**src/hsv2rgb_pkg.sv**
```systemverilog
// ----------------------------------------------------------------------------
// hsv2rgb_pkg
// shared types and constants of the hsv to rgb converter
// ----------------------------------------------------------------------------
package hsv2rgb_pkg;

	// hue + bias lands in 352..65887 for any 16-bit signed hue (bias = 92 * 360)
	localparam logic [16:0] HUE_BIAS   = 17'd33120;
	// ceil(2^24 / 360): exact quotient for any biased hue
	localparam logic [15:0] RECIP_360  = 16'd46604;
	localparam int          RECIP_360_SHIFT = 24;
	localparam logic [15:0] DEG_360    = 16'd360;
	// ceil(2^20 / 60): exact quotient for dividends below 2^14
	localparam logic [14:0] RECIP_60   = 15'd17477;
	localparam int          RECIP_60_SHIFT = 20;
	localparam logic [5:0]  DEG_60     = 6'd60;
	localparam logic [14:0] UNIT_X60   = 15'd15360;
	localparam logic [9:0]  UNIT       = 10'd256;

	localparam logic [2:0] SEC_0 = 3'd0;
	localparam logic [2:0] SEC_1 = 3'd1;
	localparam logic [2:0] SEC_2 = 3'd2;
	localparam logic [2:0] SEC_3 = 3'd3;
	localparam logic [2:0] SEC_4 = 3'd4;
	localparam logic [2:0] SEC_5 = 3'd5;

	typedef struct packed {
		logic [2:0] sector;
		logic [5:0] rem;
		logic [8:0] sat;
		logic [8:0] val;
	} sec_t;

endpackage

```
**src/hsv2rgb_if.sv**
```systemverilog
// ----------------------------------------------------------------------------
// hsv2rgb channel interfaces
// hsv input word and rgb output word, valid/ready handshake
// ----------------------------------------------------------------------------
interface hsv2rgb_in_if;
	logic               valid;
	logic               ready;
	logic signed [15:0] hue_degrees;
	logic signed [9:0]  saturation;
	logic signed [9:0]  brightness;

	modport source (output valid, output hue_degrees, output saturation,
		output brightness, input ready);
	modport sink (input valid, input hue_degrees, input saturation,
		input brightness, output ready);
endinterface

interface hsv2rgb_out_if;
	logic       valid;
	logic       ready;
	logic [7:0] red;
	logic [7:0] green;
	logic [7:0] blue;

	modport source (output valid, output red, output green, output blue, input ready);
	modport sink (input valid, input red, input green, input blue, output ready);
endinterface

```
**src/hsv2rgb_wrap.sv**
```systemverilog
// ----------------------------------------------------------------------------
// hsv2rgb_wrap
// stages 1-4: clamp s/v, wrap hue into 0..359, split into sector and remainder
// ----------------------------------------------------------------------------
module hsv2rgb_wrap (
	input  logic                clk,
	input  logic                arst_n,
	input  logic                in_valid,
	output logic                in_ready,
	input  logic signed [15:0]  hue_degrees,
	input  logic signed [9:0]   saturation,
	input  logic signed [9:0]   brightness,
	output logic                out_valid,
	input  logic                out_ready,
	output hsv2rgb_pkg::sec_t   out_data
);

	logic        valid_s1, valid_s2, valid_s3, valid_s4;
	logic        en1, en2, en3, en4;
	logic [16:0] u_s1, u_s2;
	logic [7:0]  quo_s2;
	logic [8:0]  wrapped_s3;
	logic [8:0]  sat_s1, sat_s2, sat_s3;
	logic [8:0]  val_s1, val_s2, val_s3;
	hsv2rgb_pkg::sec_t sec_s4;

	logic [16:0] biased;
	logic [8:0]  sat_c, val_c;
	logic [32:0] quo_prod;
	logic [16:0] quo_x360;
	logic [16:0] wrap_diff;
	logic [2:0]  sector_c;
	logic [8:0]  base_c;
	logic [8:0]  rem_c;

	// a stage takes a new word when it is empty or its content moves on
	assign en4 = !valid_s4 || out_ready;
	assign en3 = !valid_s3 || en4;
	assign en2 = !valid_s2 || en3;
	assign en1 = !valid_s1 || en2;
	assign in_ready = en1;

	assign biased = {hue_degrees[15], hue_degrees} + hsv2rgb_pkg::HUE_BIAS;

	always_comb begin
		if (saturation[9]) begin
			sat_c = 9'd0;
		end else if (saturation > $signed(hsv2rgb_pkg::UNIT)) begin
			sat_c = hsv2rgb_pkg::UNIT[8:0];
		end else begin
			sat_c = saturation[8:0];
		end
		if (brightness[9]) begin
			val_c = 9'd0;
		end else if (brightness > $signed(hsv2rgb_pkg::UNIT)) begin
			val_c = hsv2rgb_pkg::UNIT[8:0];
		end else begin
			val_c = brightness[8:0];
		end
	end

	assign quo_prod  = 33'(u_s1) * 33'(hsv2rgb_pkg::RECIP_360);
	assign quo_x360  = 17'(17'(quo_s2) * hsv2rgb_pkg::DEG_360);
	assign wrap_diff = u_s2 - quo_x360;

	always_comb begin
		if (wrapped_s3 >= 9'd300) begin
			sector_c = hsv2rgb_pkg::SEC_5;
			base_c   = 9'd300;
		end else if (wrapped_s3 >= 9'd240) begin
			sector_c = hsv2rgb_pkg::SEC_4;
			base_c   = 9'd240;
		end else if (wrapped_s3 >= 9'd180) begin
			sector_c = hsv2rgb_pkg::SEC_3;
			base_c   = 9'd180;
		end else if (wrapped_s3 >= 9'd120) begin
			sector_c = hsv2rgb_pkg::SEC_2;
			base_c   = 9'd120;
		end else if (wrapped_s3 >= 9'd60) begin
			sector_c = hsv2rgb_pkg::SEC_1;
			base_c   = 9'd60;
		end else begin
			sector_c = hsv2rgb_pkg::SEC_0;
			base_c   = 9'd0;
		end
		rem_c = wrapped_s3 - base_c;
	end

	always_ff @(posedge clk or negedge arst_n) begin
		if (!arst_n) begin
			valid_s1 <= 1'b0;
			valid_s2 <= 1'b0;
			valid_s3 <= 1'b0;
			valid_s4 <= 1'b0;
		end else begin
			if (en1) valid_s1 <= in_valid;
			if (en2) valid_s2 <= valid_s1;
			if (en3) valid_s3 <= valid_s2;
			if (en4) valid_s4 <= valid_s3;
		end
	end

	always_ff @(posedge clk) begin
		if (en1) begin
			u_s1   <= biased;
			sat_s1 <= sat_c;
			val_s1 <= val_c;
		end
		if (en2) begin
			u_s2   <= u_s1;
			quo_s2 <= quo_prod[hsv2rgb_pkg::RECIP_360_SHIFT +: 8];
			sat_s2 <= sat_s1;
			val_s2 <= val_s1;
		end
		if (en3) begin
			wrapped_s3 <= wrap_diff[8:0];
			sat_s3     <= sat_s2;
			val_s3     <= val_s2;
		end
		if (en4) begin
			sec_s4.sector <= sector_c;
			sec_s4.rem    <= rem_c[5:0];
			sec_s4.sat    <= sat_s3;
			sec_s4.val    <= val_s3;
		end
	end

	assign out_valid = valid_s4;
	assign out_data  = sec_s4;

endmodule

```
**src/hsv2rgb_level.sv**
```systemverilog
// ----------------------------------------------------------------------------
// hsv2rgb_level
// stages 5-7: p/q/t levels, scale by 255*v, divide out and order the channels
// ----------------------------------------------------------------------------
module hsv2rgb_level (
	input  logic              clk,
	input  logic              arst_n,
	input  logic              in_valid,
	output logic              in_ready,
	input  hsv2rgb_pkg::sec_t in_data,
	output logic              out_valid,
	input  logic              out_ready,
	output logic [7:0]        red,
	output logic [7:0]        green,
	output logic [7:0]        blue
);

	logic        valid_s5, valid_s6, valid_s7;
	logic        en5, en6, en7;
	logic [2:0]  sector_s5, sector_s6;
	logic [15:0] vv_s5;
	logic [13:0] nq_s5, nt_s5;
	logic [8:0]  np_s5;
	logic [13:0] xq_s6, xt_s6;
	logic [7:0]  cv_s6, cp_s6;
	logic [7:0]  red_s7, green_s7, blue_s7;

	logic [14:0] sr_c, srt_c;
	logic [5:0]  rt_c;
	logic [16:0] vv_c;
	logic [29:0] mq_c, mt_c;
	logic [24:0] mp_c;
	logic [28:0] dq_c, dt_c;
	logic [7:0]  cq_c, ct_c;

	assign en7 = !valid_s7 || out_ready;
	assign en6 = !valid_s6 || en7;
	assign en5 = !valid_s5 || en6;
	assign in_ready = en5;

	// s*r and s*(60-r) never exceed 256*60
	assign rt_c  = hsv2rgb_pkg::DEG_60 - in_data.rem;
	assign sr_c  = 15'(in_data.sat) * 15'(in_data.rem);
	assign srt_c = 15'(in_data.sat) * 15'(rt_c);
	assign vv_c  = 17'({in_data.val, 8'b0}) - 17'(in_data.val);

	assign mq_c = 30'(vv_s5) * 30'(nq_s5);
	assign mt_c = 30'(vv_s5) * 30'(nt_s5);
	assign mp_c = 25'(vv_s5) * 25'(np_s5);

	// divide by 60 after the shift by 16 already taken
	assign dq_c = 29'(xq_s6) * 29'(hsv2rgb_pkg::RECIP_60);
	assign dt_c = 29'(xt_s6) * 29'(hsv2rgb_pkg::RECIP_60);
	assign cq_c = dq_c[hsv2rgb_pkg::RECIP_60_SHIFT +: 8];
	assign ct_c = dt_c[hsv2rgb_pkg::RECIP_60_SHIFT +: 8];

	always_ff @(posedge clk or negedge arst_n) begin
		if (!arst_n) begin
			valid_s5 <= 1'b0;
			valid_s6 <= 1'b0;
			valid_s7 <= 1'b0;
		end else begin
			if (en5) valid_s5 <= in_valid;
			if (en6) valid_s6 <= valid_s5;
			if (en7) valid_s7 <= valid_s6;
		end
	end

	always_ff @(posedge clk) begin
		if (en5) begin
			sector_s5 <= in_data.sector;
			vv_s5     <= vv_c[15:0];
			nq_s5     <= 14'(hsv2rgb_pkg::UNIT_X60 - sr_c);
			nt_s5     <= 14'(hsv2rgb_pkg::UNIT_X60 - srt_c);
			np_s5     <= 9'(hsv2rgb_pkg::UNIT - 10'(in_data.sat));
		end
		if (en6) begin
			sector_s6 <= sector_s5;
			xq_s6     <= mq_c[29:16];
			xt_s6     <= mt_c[29:16];
			cp_s6     <= mp_c[23:16];
			cv_s6     <= vv_s5[15:8];
		end
		if (en7) begin
			case (sector_s6)
				hsv2rgb_pkg::SEC_1: begin
					red_s7 <= cq_c;  green_s7 <= cv_s6; blue_s7 <= cp_s6;
				end
				hsv2rgb_pkg::SEC_2: begin
					red_s7 <= cp_s6; green_s7 <= cv_s6; blue_s7 <= ct_c;
				end
				hsv2rgb_pkg::SEC_3: begin
					red_s7 <= cp_s6; green_s7 <= cq_c;  blue_s7 <= cv_s6;
				end
				hsv2rgb_pkg::SEC_4: begin
					red_s7 <= ct_c;  green_s7 <= cp_s6; blue_s7 <= cv_s6;
				end
				hsv2rgb_pkg::SEC_5: begin
					red_s7 <= cv_s6; green_s7 <= cp_s6; blue_s7 <= cq_c;
				end
				default: begin
					red_s7 <= cv_s6; green_s7 <= ct_c;  blue_s7 <= cp_s6;
				end
			endcase
		end
	end

	assign out_valid = valid_s7;
	assign red       = red_s7;
	assign green     = green_s7;
	assign blue      = blue_s7;

endmodule

```
**src/hsv_to_rgb_converter.sv**
```systemverilog
// ----------------------------------------------------------------------------
// hsv_to_rgb_converter
// hsv triple in, 8-bit rgb word out, seven-stage pipeline
// ----------------------------------------------------------------------------
// Takes one hsv word per clock unless back-pressure holds the pipe, and
// returns one rgb word per word in, in order. A word passes through the
// seven pipeline registers: hue bias and s/v clamp, divide by 360 via a
// reciprocal multiply, remainder, sector split, p/q/t levels, scaling by
// 255*v, and the final divide by 60 with channel ordering. Each stage holds
// its word under back-pressure and takes a new one when it is empty, so
// bubbles are squeezed out and hsv.ready stays high while any stage is free.
module hsv_to_rgb_converter (
	input  logic                 clk,
	input  logic                 arst_n,
	hsv2rgb_in_if.sink           hsv,
	hsv2rgb_out_if.source        rgb
);

	logic              mid_valid;
	logic              mid_ready;
	hsv2rgb_pkg::sec_t mid_data;

	hsv2rgb_wrap u_wrap (
		.clk         (clk),
		.arst_n      (arst_n),
		.in_valid    (hsv.valid),
		.in_ready    (hsv.ready),
		.hue_degrees (hsv.hue_degrees),
		.saturation  (hsv.saturation),
		.brightness  (hsv.brightness),
		.out_valid   (mid_valid),
		.out_ready   (mid_ready),
		.out_data    (mid_data)
	);

	hsv2rgb_level u_level (
		.clk       (clk),
		.arst_n    (arst_n),
		.in_valid  (mid_valid),
		.in_ready  (mid_ready),
		.in_data   (mid_data),
		.out_valid (rgb.valid),
		.out_ready (rgb.ready),
		.red       (rgb.red),
		.green     (rgb.green),
		.blue      (rgb.blue)
	);

	// an empty output stage must open the whole ready chain
	a_ready_when_drained: assert property (@(posedge clk) disable iff (!arst_n)
		!rgb.valid |-> hsv.ready)
		else $error("input not ready with empty output stage");

	// a word between the two halves is not dropped while stalled
	a_mid_held: assert property (@(posedge clk) disable iff (!arst_n)
		mid_valid && !mid_ready |=> mid_valid && $stable(mid_data))
		else $error("stalled word between halves lost");

	// sector, remainder, saturation and brightness stay in range
	a_mid_range: assert property (@(posedge clk) disable iff (!arst_n)
		mid_valid |-> (mid_data.sector <= hsv2rgb_pkg::SEC_5) &&
			(mid_data.rem < hsv2rgb_pkg::DEG_60) &&
			(mid_data.sat <= hsv2rgb_pkg::UNIT[8:0]) &&
			(mid_data.val <= hsv2rgb_pkg::UNIT[8:0]))
		else $error("sector split out of range");

endmodule

```
**src/flat_wrapper.sv**
```systemverilog
// flat-port wrapper written by rule: the top's interface ports become plain ports
module hsv_to_rgb_converter_flat 
  (clk, arst_n, hsv_valid, hsv_hue_degrees, hsv_saturation, hsv_brightness, hsv_ready, rgb_valid, rgb_red, rgb_green, rgb_blue, rgb_ready);
  hsv2rgb_in_if hsv_i ();
  hsv2rgb_out_if rgb_i ();
  input  logic clk;
  input  logic arst_n;
  input wire logic [$bits(hsv_i.valid)-1:0] hsv_valid;
  input wire logic [$bits(hsv_i.hue_degrees)-1:0] hsv_hue_degrees;
  input wire logic [$bits(hsv_i.saturation)-1:0] hsv_saturation;
  input wire logic [$bits(hsv_i.brightness)-1:0] hsv_brightness;
  output wire logic [$bits(hsv_i.ready)-1:0] hsv_ready;
  output wire logic [$bits(rgb_i.valid)-1:0] rgb_valid;
  output wire logic [$bits(rgb_i.red)-1:0] rgb_red;
  output wire logic [$bits(rgb_i.green)-1:0] rgb_green;
  output wire logic [$bits(rgb_i.blue)-1:0] rgb_blue;
  input wire logic [$bits(rgb_i.ready)-1:0] rgb_ready;
  assign hsv_i.valid = hsv_valid;
  assign hsv_i.hue_degrees = hsv_hue_degrees;
  assign hsv_i.saturation = hsv_saturation;
  assign hsv_i.brightness = hsv_brightness;
  assign hsv_ready = hsv_i.ready;
  assign rgb_valid = rgb_i.valid;
  assign rgb_red = rgb_i.red;
  assign rgb_green = rgb_i.green;
  assign rgb_blue = rgb_i.blue;
  assign rgb_i.ready = rgb_ready;
  hsv_to_rgb_converter u_core (.clk(clk), .arst_n(arst_n), .hsv(hsv_i), .rgb(rgb_i));
endmodule
```
**config.mk**
```make
export PLATFORM = sky130hd
export DESIGN_NAME = hsv_to_rgb_converter_flat
export DESIGN_NICKNAME = d
export VERILOG_FILES = /design/src/hsv2rgb_pkg.sv /design/src/hsv2rgb_if.sv /design/src/hsv2rgb_wrap.sv /design/src/hsv2rgb_level.sv /design/src/hsv_to_rgb_converter.sv /design/src/flat_wrapper.sv
export SDC_FILE = /design/constraint.sdc
export NUM_CORES = 2
export LEC_CHECK = 0
export BUFFER_PORTS_ARGS = -buffer_cell sky130_fd_sc_hd__buf_2
export CORE_ASPECT_RATIO = 0.6
export CORE_MARGIN = 4
export CORE_UTILIZATION = 25
export CTS_CLUSTER_DIAMETER = 80
export CTS_CLUSTER_SIZE = 25
export DETAILED_ROUTE_END_ITERATION = 8
export PLACE_DENSITY_LB_ADDON = 0.12
export SYNTH_ARGS = -nofsm -noshare
export SYNTH_HDL_FRONTEND = slang
export SYNTH_HIERARCHICAL = 1
export SYNTH_SLANG_ARGS = --single-unit
```
**constraint.sdc**
```tcl
create_clock -name clk -period 12.15 [get_ports clk]
set_input_delay 0.6075 -clock clk [delete_from_list [all_inputs] [get_ports clk]]
set_output_delay 0.6075 -clock clk [all_outputs]
set_load 0.01 [all_outputs]
```
# Word level (Yosys, flattened, before mapping)
# Index checks and enable logic that the tools add are counted.
word_totals:
  regBits: 258
classes:
  n_addsub: 8
  n_mul: 9
  n_lt_le_gt_ge: 7
  n_eq_ne: 5
  n_mux: 14
  reduce_logical: 21
ops:
  columns: ["cell", "n"]
  rows:
  - ["$pmux 8 s3", 3]
  - ["$mul 16x14->30", 2]
  - ["$mul 14x15->28 const B", 2]
  - ["$mul 17x14->30 const B", 1]
  - ["$mux 6", 5]
  - ["$mul 9x6->14", 2]
  - ["$sub 14x14->14 const A", 2]
  - ["$mul 16x9->24", 1]
  - ["$gt 10x10->1 const B", 2]
  - ["$ge 9x8->1 const B", 2]
  - ["$mux 9", 2]
  - ["$add 17x16->17 const B", 1]
  - ["$sub 16x9->16", 1]
  - ["$reduce_or 2->1", 7]
  - ["$ge 9x6->1 const B", 1]
  - ["$ge 9x7->1 const B", 1]
  - ["$ge 9x9->1 const B", 1]
  - ["$sub 9x9->9", 1]
  - ["$sub 9x9->9 const A", 1]
  - ["$mul 8x6->6 const B", 1]
  - ["$logic_not 1->1", 7]
  - ["$logic_or 1x1->1", 7]
  - ["$eq 3x2->1 const B", 2]
  - ["$eq 3x3->1 const B", 2]
  - ["5 further kinds", 7]

# Logic depth before layout (Yosys ltp)
depth:
  word_depth: 8
  ltp_mapped: 24
  mapped_depth_nobuf: 22

# Hierarchy
# Netlist, hierarchy kept.
modules_own_cells:
  columns: ["mod", "n_inst", "cells_per_inst", "area_each_um2"]
  rows:
  - ["hsv2rgb_level", 1, 3203, 30387.9]
  - ["hsv2rgb_wrap", 1, 624, 8159.1]

# Worst setup path before layout
# OpenSTA, ideal clock, no wires.
synth_timing:
  kind: "reg2reg"
  from: "register u_core.u_level.vv_s5[4]"
  to: "register u_core.u_level.xt_s6[13] (data pin)"
  setup_ns: 0.256
  t_arrival_ns: 5.834
  required_time_ns: 11.894
  setup_slack_ns: 6.060
  stages_incl_launch_ff: 22
  path_buffers: 2
  period_less_slack_ns: 6.090
  path_cell_list: "edfxtp_1 -> clkbuf_1 -> clkbuf_1 -> nand2_1 -> fa_1 -> inv_1 -> fa_1 -> fa_1 -> fa_1 -> fa_1 -> inv_1 -> fa_1 -> inv_1 -> ha_1 -> a21oi_1 -> o211ai_1 -> a31oi_1 -> nor2b_1 -> a31o_4 -> a211o_1 -> a2111o_1 -> o211a_1"
synth_between:
  elab_chain_len: 1
synth_lines:
  columns: ["item", "line_no", "source"]
  rows:
  - ["from (decl)", "hsv2rgb_level.sv:21", "logic [15:0] vv_s5;"]
  - ["from (signal assigned)", "hsv2rgb_level.sv:72", "vv_s5 <= vv_c[15:0];"]
  - ["$mul 16x14->30", "hsv2rgb_level.sv:48", "assign mt_c = 30'(vv_s5) * 30'(nt_s5);"]
  - ["net u_core.u_level.mt_c[29]", "hsv2rgb_level.sv:31", "logic [29:0] mq_c, mt_c;"]
  - ["to (signal assigned)", "hsv2rgb_level.sv:80", "xt_s6 <= mt_c[29:16];"]
  - ["to (decl)", "hsv2rgb_level.sv:24", "logic [13:0] xq_s6, xt_s6;"]
# The timed path passes the listed nets, and every way through them passes these cells.
# A chain may end at the register's enable or synchronous reset.

# Final worst setup path
layout_timing:
  from: "register u_core.u_level.vv_s5[10]"
  to: "register u_core.u_level.xq_s6[7] (data pin)"
layout_between:
  elab_chain_len: 1
layout_lines:
  columns: ["item", "line_no", "source"]
  rows:
  - ["$mul 16x14->30", "hsv2rgb_level.sv:47", "assign mq_c = 30'(vv_s5) * 30'(nq_s5);"]
  - ["net u_core.u_level.mq_c[23]", "hsv2rgb_level.sv:31", null]
  - ["to (signal assigned)", "hsv2rgb_level.sv:79", "xq_s6 <= mq_c[29:16];"]
  - ["to (decl)", "hsv2rgb_level.sv:24", null]
# The timed path passes the listed nets, and every way through them passes these cells.

==> run summary <==
Status: finished, final reports clean
HPWL after DPL: 86560 microns
Drc violations: 0
Ys flop type: edfxtp_1
Unrepaired setup endpoints after global routing: false
Post-synth EDFFs: 248
CTS clk-pin slew, worst paths: 0.11 ns
Class of the worst hold path: in -> reg
Area Overhead vs Synth: 8.628%
Global placement routability congestion: 0.8396
Remaining Overflow, GRT: 0
Finished Layout Cells: 5865
Critical Path AT: 7.39 ns
Largest net degree at the start of global routing: 57
Largest stage delay on the critical path: 0.70 ns
Via Count: 25030
Max-Cap Viols: 0
Setup TNS: 0 ns
Crit path capture type: flip-flop
Latest clock arrival within the worst-skew pair: 0.62 ns
FILL cells: 16250
GRT busiest layer: met1
H-tree Lvls: 1
First-pass GRT wire length: 169100 microns
CTS tree: yes
Avg Inst Size Synth: 10.07 sq um
Die ar.: 160700 sq um
WL/cell: 18.54 microns
Final hold vios: 0
Crit-path max FO: 37
Routed WL: 108700 microns
Most common cell on crit path: fa_1
DRT antenna net count: 0
IO Pins: 66
Clk Tree Root Cell: clkbuf_16
Vias in the first global route: 26140
Die width: 514.9 microns
Crit-path slowest cell: a221oi_1
WP buf/inv: 5
M3 GR Usage: 0.02660
Post-synthesis register bit count: 255
All-layer global routing usage: 0.1374
Syn Nets: 5028
I/O Buffers: 65
Final net count: 5017
Initial antenna violation count: 14
GR Util met1: 0.2434
Fmax: 142.0 MHz
TritonCTS Buffers: 20
Router iterations before antenna repair: 6
Required @ worst endpoint: 12.50 ns
Max transition margin: 0.2389
Final setup margin: 5.110 ns
Final number of max-transition violations: 0
Fin crit share: 0.5794
Tightest Pin Transition: 1.142 ns
M2 GR Usage: 0.1655
Yosys warning total: 6
Core Rows: 111
Post-Syn Area: 38550 sq um
Register area share after synthesis: 0.1977
Top cell family by delay on the critical path: adder cells
Placed Cells: 5827
Setup Slack @ Placement: 5.232 ns
Via/cell ratio: 4.268
CP Class: reg -> reg
# setup viols final: 0
Yosys cell types: 81
Share of cells above drive strength 1: 0.03892
CP cell instances: buf_4, and2_1, fa_1, inv_1, fa_1, inv_1, fa_1, fa_1, fa_1, inv_1, fa_1, inv_1, ha_1, a21o_1, a21oi_1, a2bb2oi_1, a21oi_1, a221oi_1, a21boi_0, o21ai_0, o311ai_0
Sink Count: 255
Gate Count Post-Synth: 3827
Starting density of the core: 0.2521
Post-synth top area share: 0.3007
Synth top area cells: fa_1, edfxtp_1, ha_1
Synth area leader: fa_1
Setup Skew: 0.04034 ns
Clock period minus worst slack: 7.040 ns
CP Launch Type: flip-flop
1st-iter DRT viols: 1776
Deepest clock path buffer count: 3
Async SR Flop Fraction: 0.02745
Core ar.: 152900 sq um
Core Util, Final: 0.2738
Die Span Y: 312.2 microns
-- final cells by class --
class	count	area (sq um)	share of cell area
antenna	3	7.507	0.0001793
clock buffer	20	500.5	0.01195
clock inverter	14	215.2	0.005140
inverter	802	3010	0.07189
multi-input combinational	2647	27460	0.6557
sequential	255	7622	0.1820
tap	2034	2545	0.06078
timing repair buffer	90	515.5	0.01231
-- cell usage in the layout (no fill, tap or decap), drive strengths merged, types with 13 or more instances in the layout --
cell type	synthesis	routed
inv	801	809
o21a	16	16
nand4	19	19
nor2	91	91
o211ai	15	15
buf	4	89
nor3	42	42
edfxtp	248	248
o21ai	55	55
xor2	41	41
nand2b	14	14
a21oi	83	83
and2	332	332
nand3	37	37
ha	582	582
nand2	418	418
nor2b	16	16
fa	579	579
a21o	33	33
xnor2	92	92
clkbuf	119	20
a221oi	13	13
-- cells in the mapped netlist (10+ instances only) --
| cell type | count |
|---|---|
| a21o_1 | 33 |
| a21oi_1 | 83 |
| a221oi_1 | 13 |
| a31oi_1 | 10 |
| and2_1 | 332 |
| clkbuf_1 | 119 |
| edfxtp_1 | 248 |
| fa_1 | 579 |
| ha_1 | 582 |
| inv_1 | 801 |
| nand2_1 | 418 |
| nand2b_1 | 14 |
| nand3_1 | 37 |
| nand4_1 | 19 |
| nor2_1 | 91 |
| nor2b_1 | 16 |
| nor3_1 | 42 |
| o211ai_1 | 13 |
| o21a_1 | 16 |
| o21ai_0 | 48 |
| o21bai_1 | 10 |
| xnor2_1 | 92 |
| xor2_1 | 41 |
-- cell families after synthesis --
logic type | synth area share
buffers and inverters | 0.09011
flip-flops | 0.1977
XOR/XNOR | 0.03022
AND/OR/NAND/NOR | 0.1331
adder cells (fa/ha/maj) | 0.4896
AO/OA/AOI/OAI | 0.05736
multiplexers | 0.001850
-- routing by layer --
layer  vias to the layer above  routed length, microns
met5                         -                      85
met2                       449                   37210
met4                         2                     924
met1                     12410                   64350
met3                        44                    6151
li1                      12130                       -
-- sequential cells by signal, indices dropped and copies added, names as in the netlist, 13 cells and up --
name and count:
u_core/u_wrap/out_data 27, u_core/u_wrap/u_s1 17, u_core/u_level/vv_s5 16, u_core/u_level/nq_s5 14, u_core/u_level/xq_s6 14, u_core/u_level/xt_s6 14, u_core/u_level/nt_s5 13
-- repair_timing --
item,in CTS,in global routing
gates resized for setup,0,0
hold buffers,1,0
hold endpoints to repair,7,0
buffers inserted,0,0
-- worst paths after layout --
kind	slack, ns	to	cells after the start	start
min reg2reg	0.42	u_core/u_wrap/val_s3[6]	0	u_core/u_wrap/val_s2[6]
max reg2reg	5.11	u_core/u_level/xq_s6[7]	21	u_core/u_level/vv_s5[10]
max in group asynchronous	11.59	u_core/u_wrap/valid_s1	2	arst_n
min in group asynchronous	0.36	u_core/u_level/out_valid	2	arst_n
min	0.15	u_core/u_wrap/u_s1[0]	1	hsv_hue_degrees[0]
max	5.11	u_core/u_level/xq_s6[7]	21	u_core/u_level/vv_s5[10]
-- stage by stage --
stage / hold WS [ns] / cell area [sq um]
2_1_floorplan: 0.3119 / 38550
3_3_place_gp: 0.4016 / 41140
3_5_place_dp: 0.4045 / 41140
4_1_cts: 0.08663 / 41870
5_1_grt: 0.09428 / 41870
6_report: 0.1548 / 41870
Power is left out: the tool's default activity adds up to more than one toggle a clock period on the data nets, which glitch-free logic cannot reach.
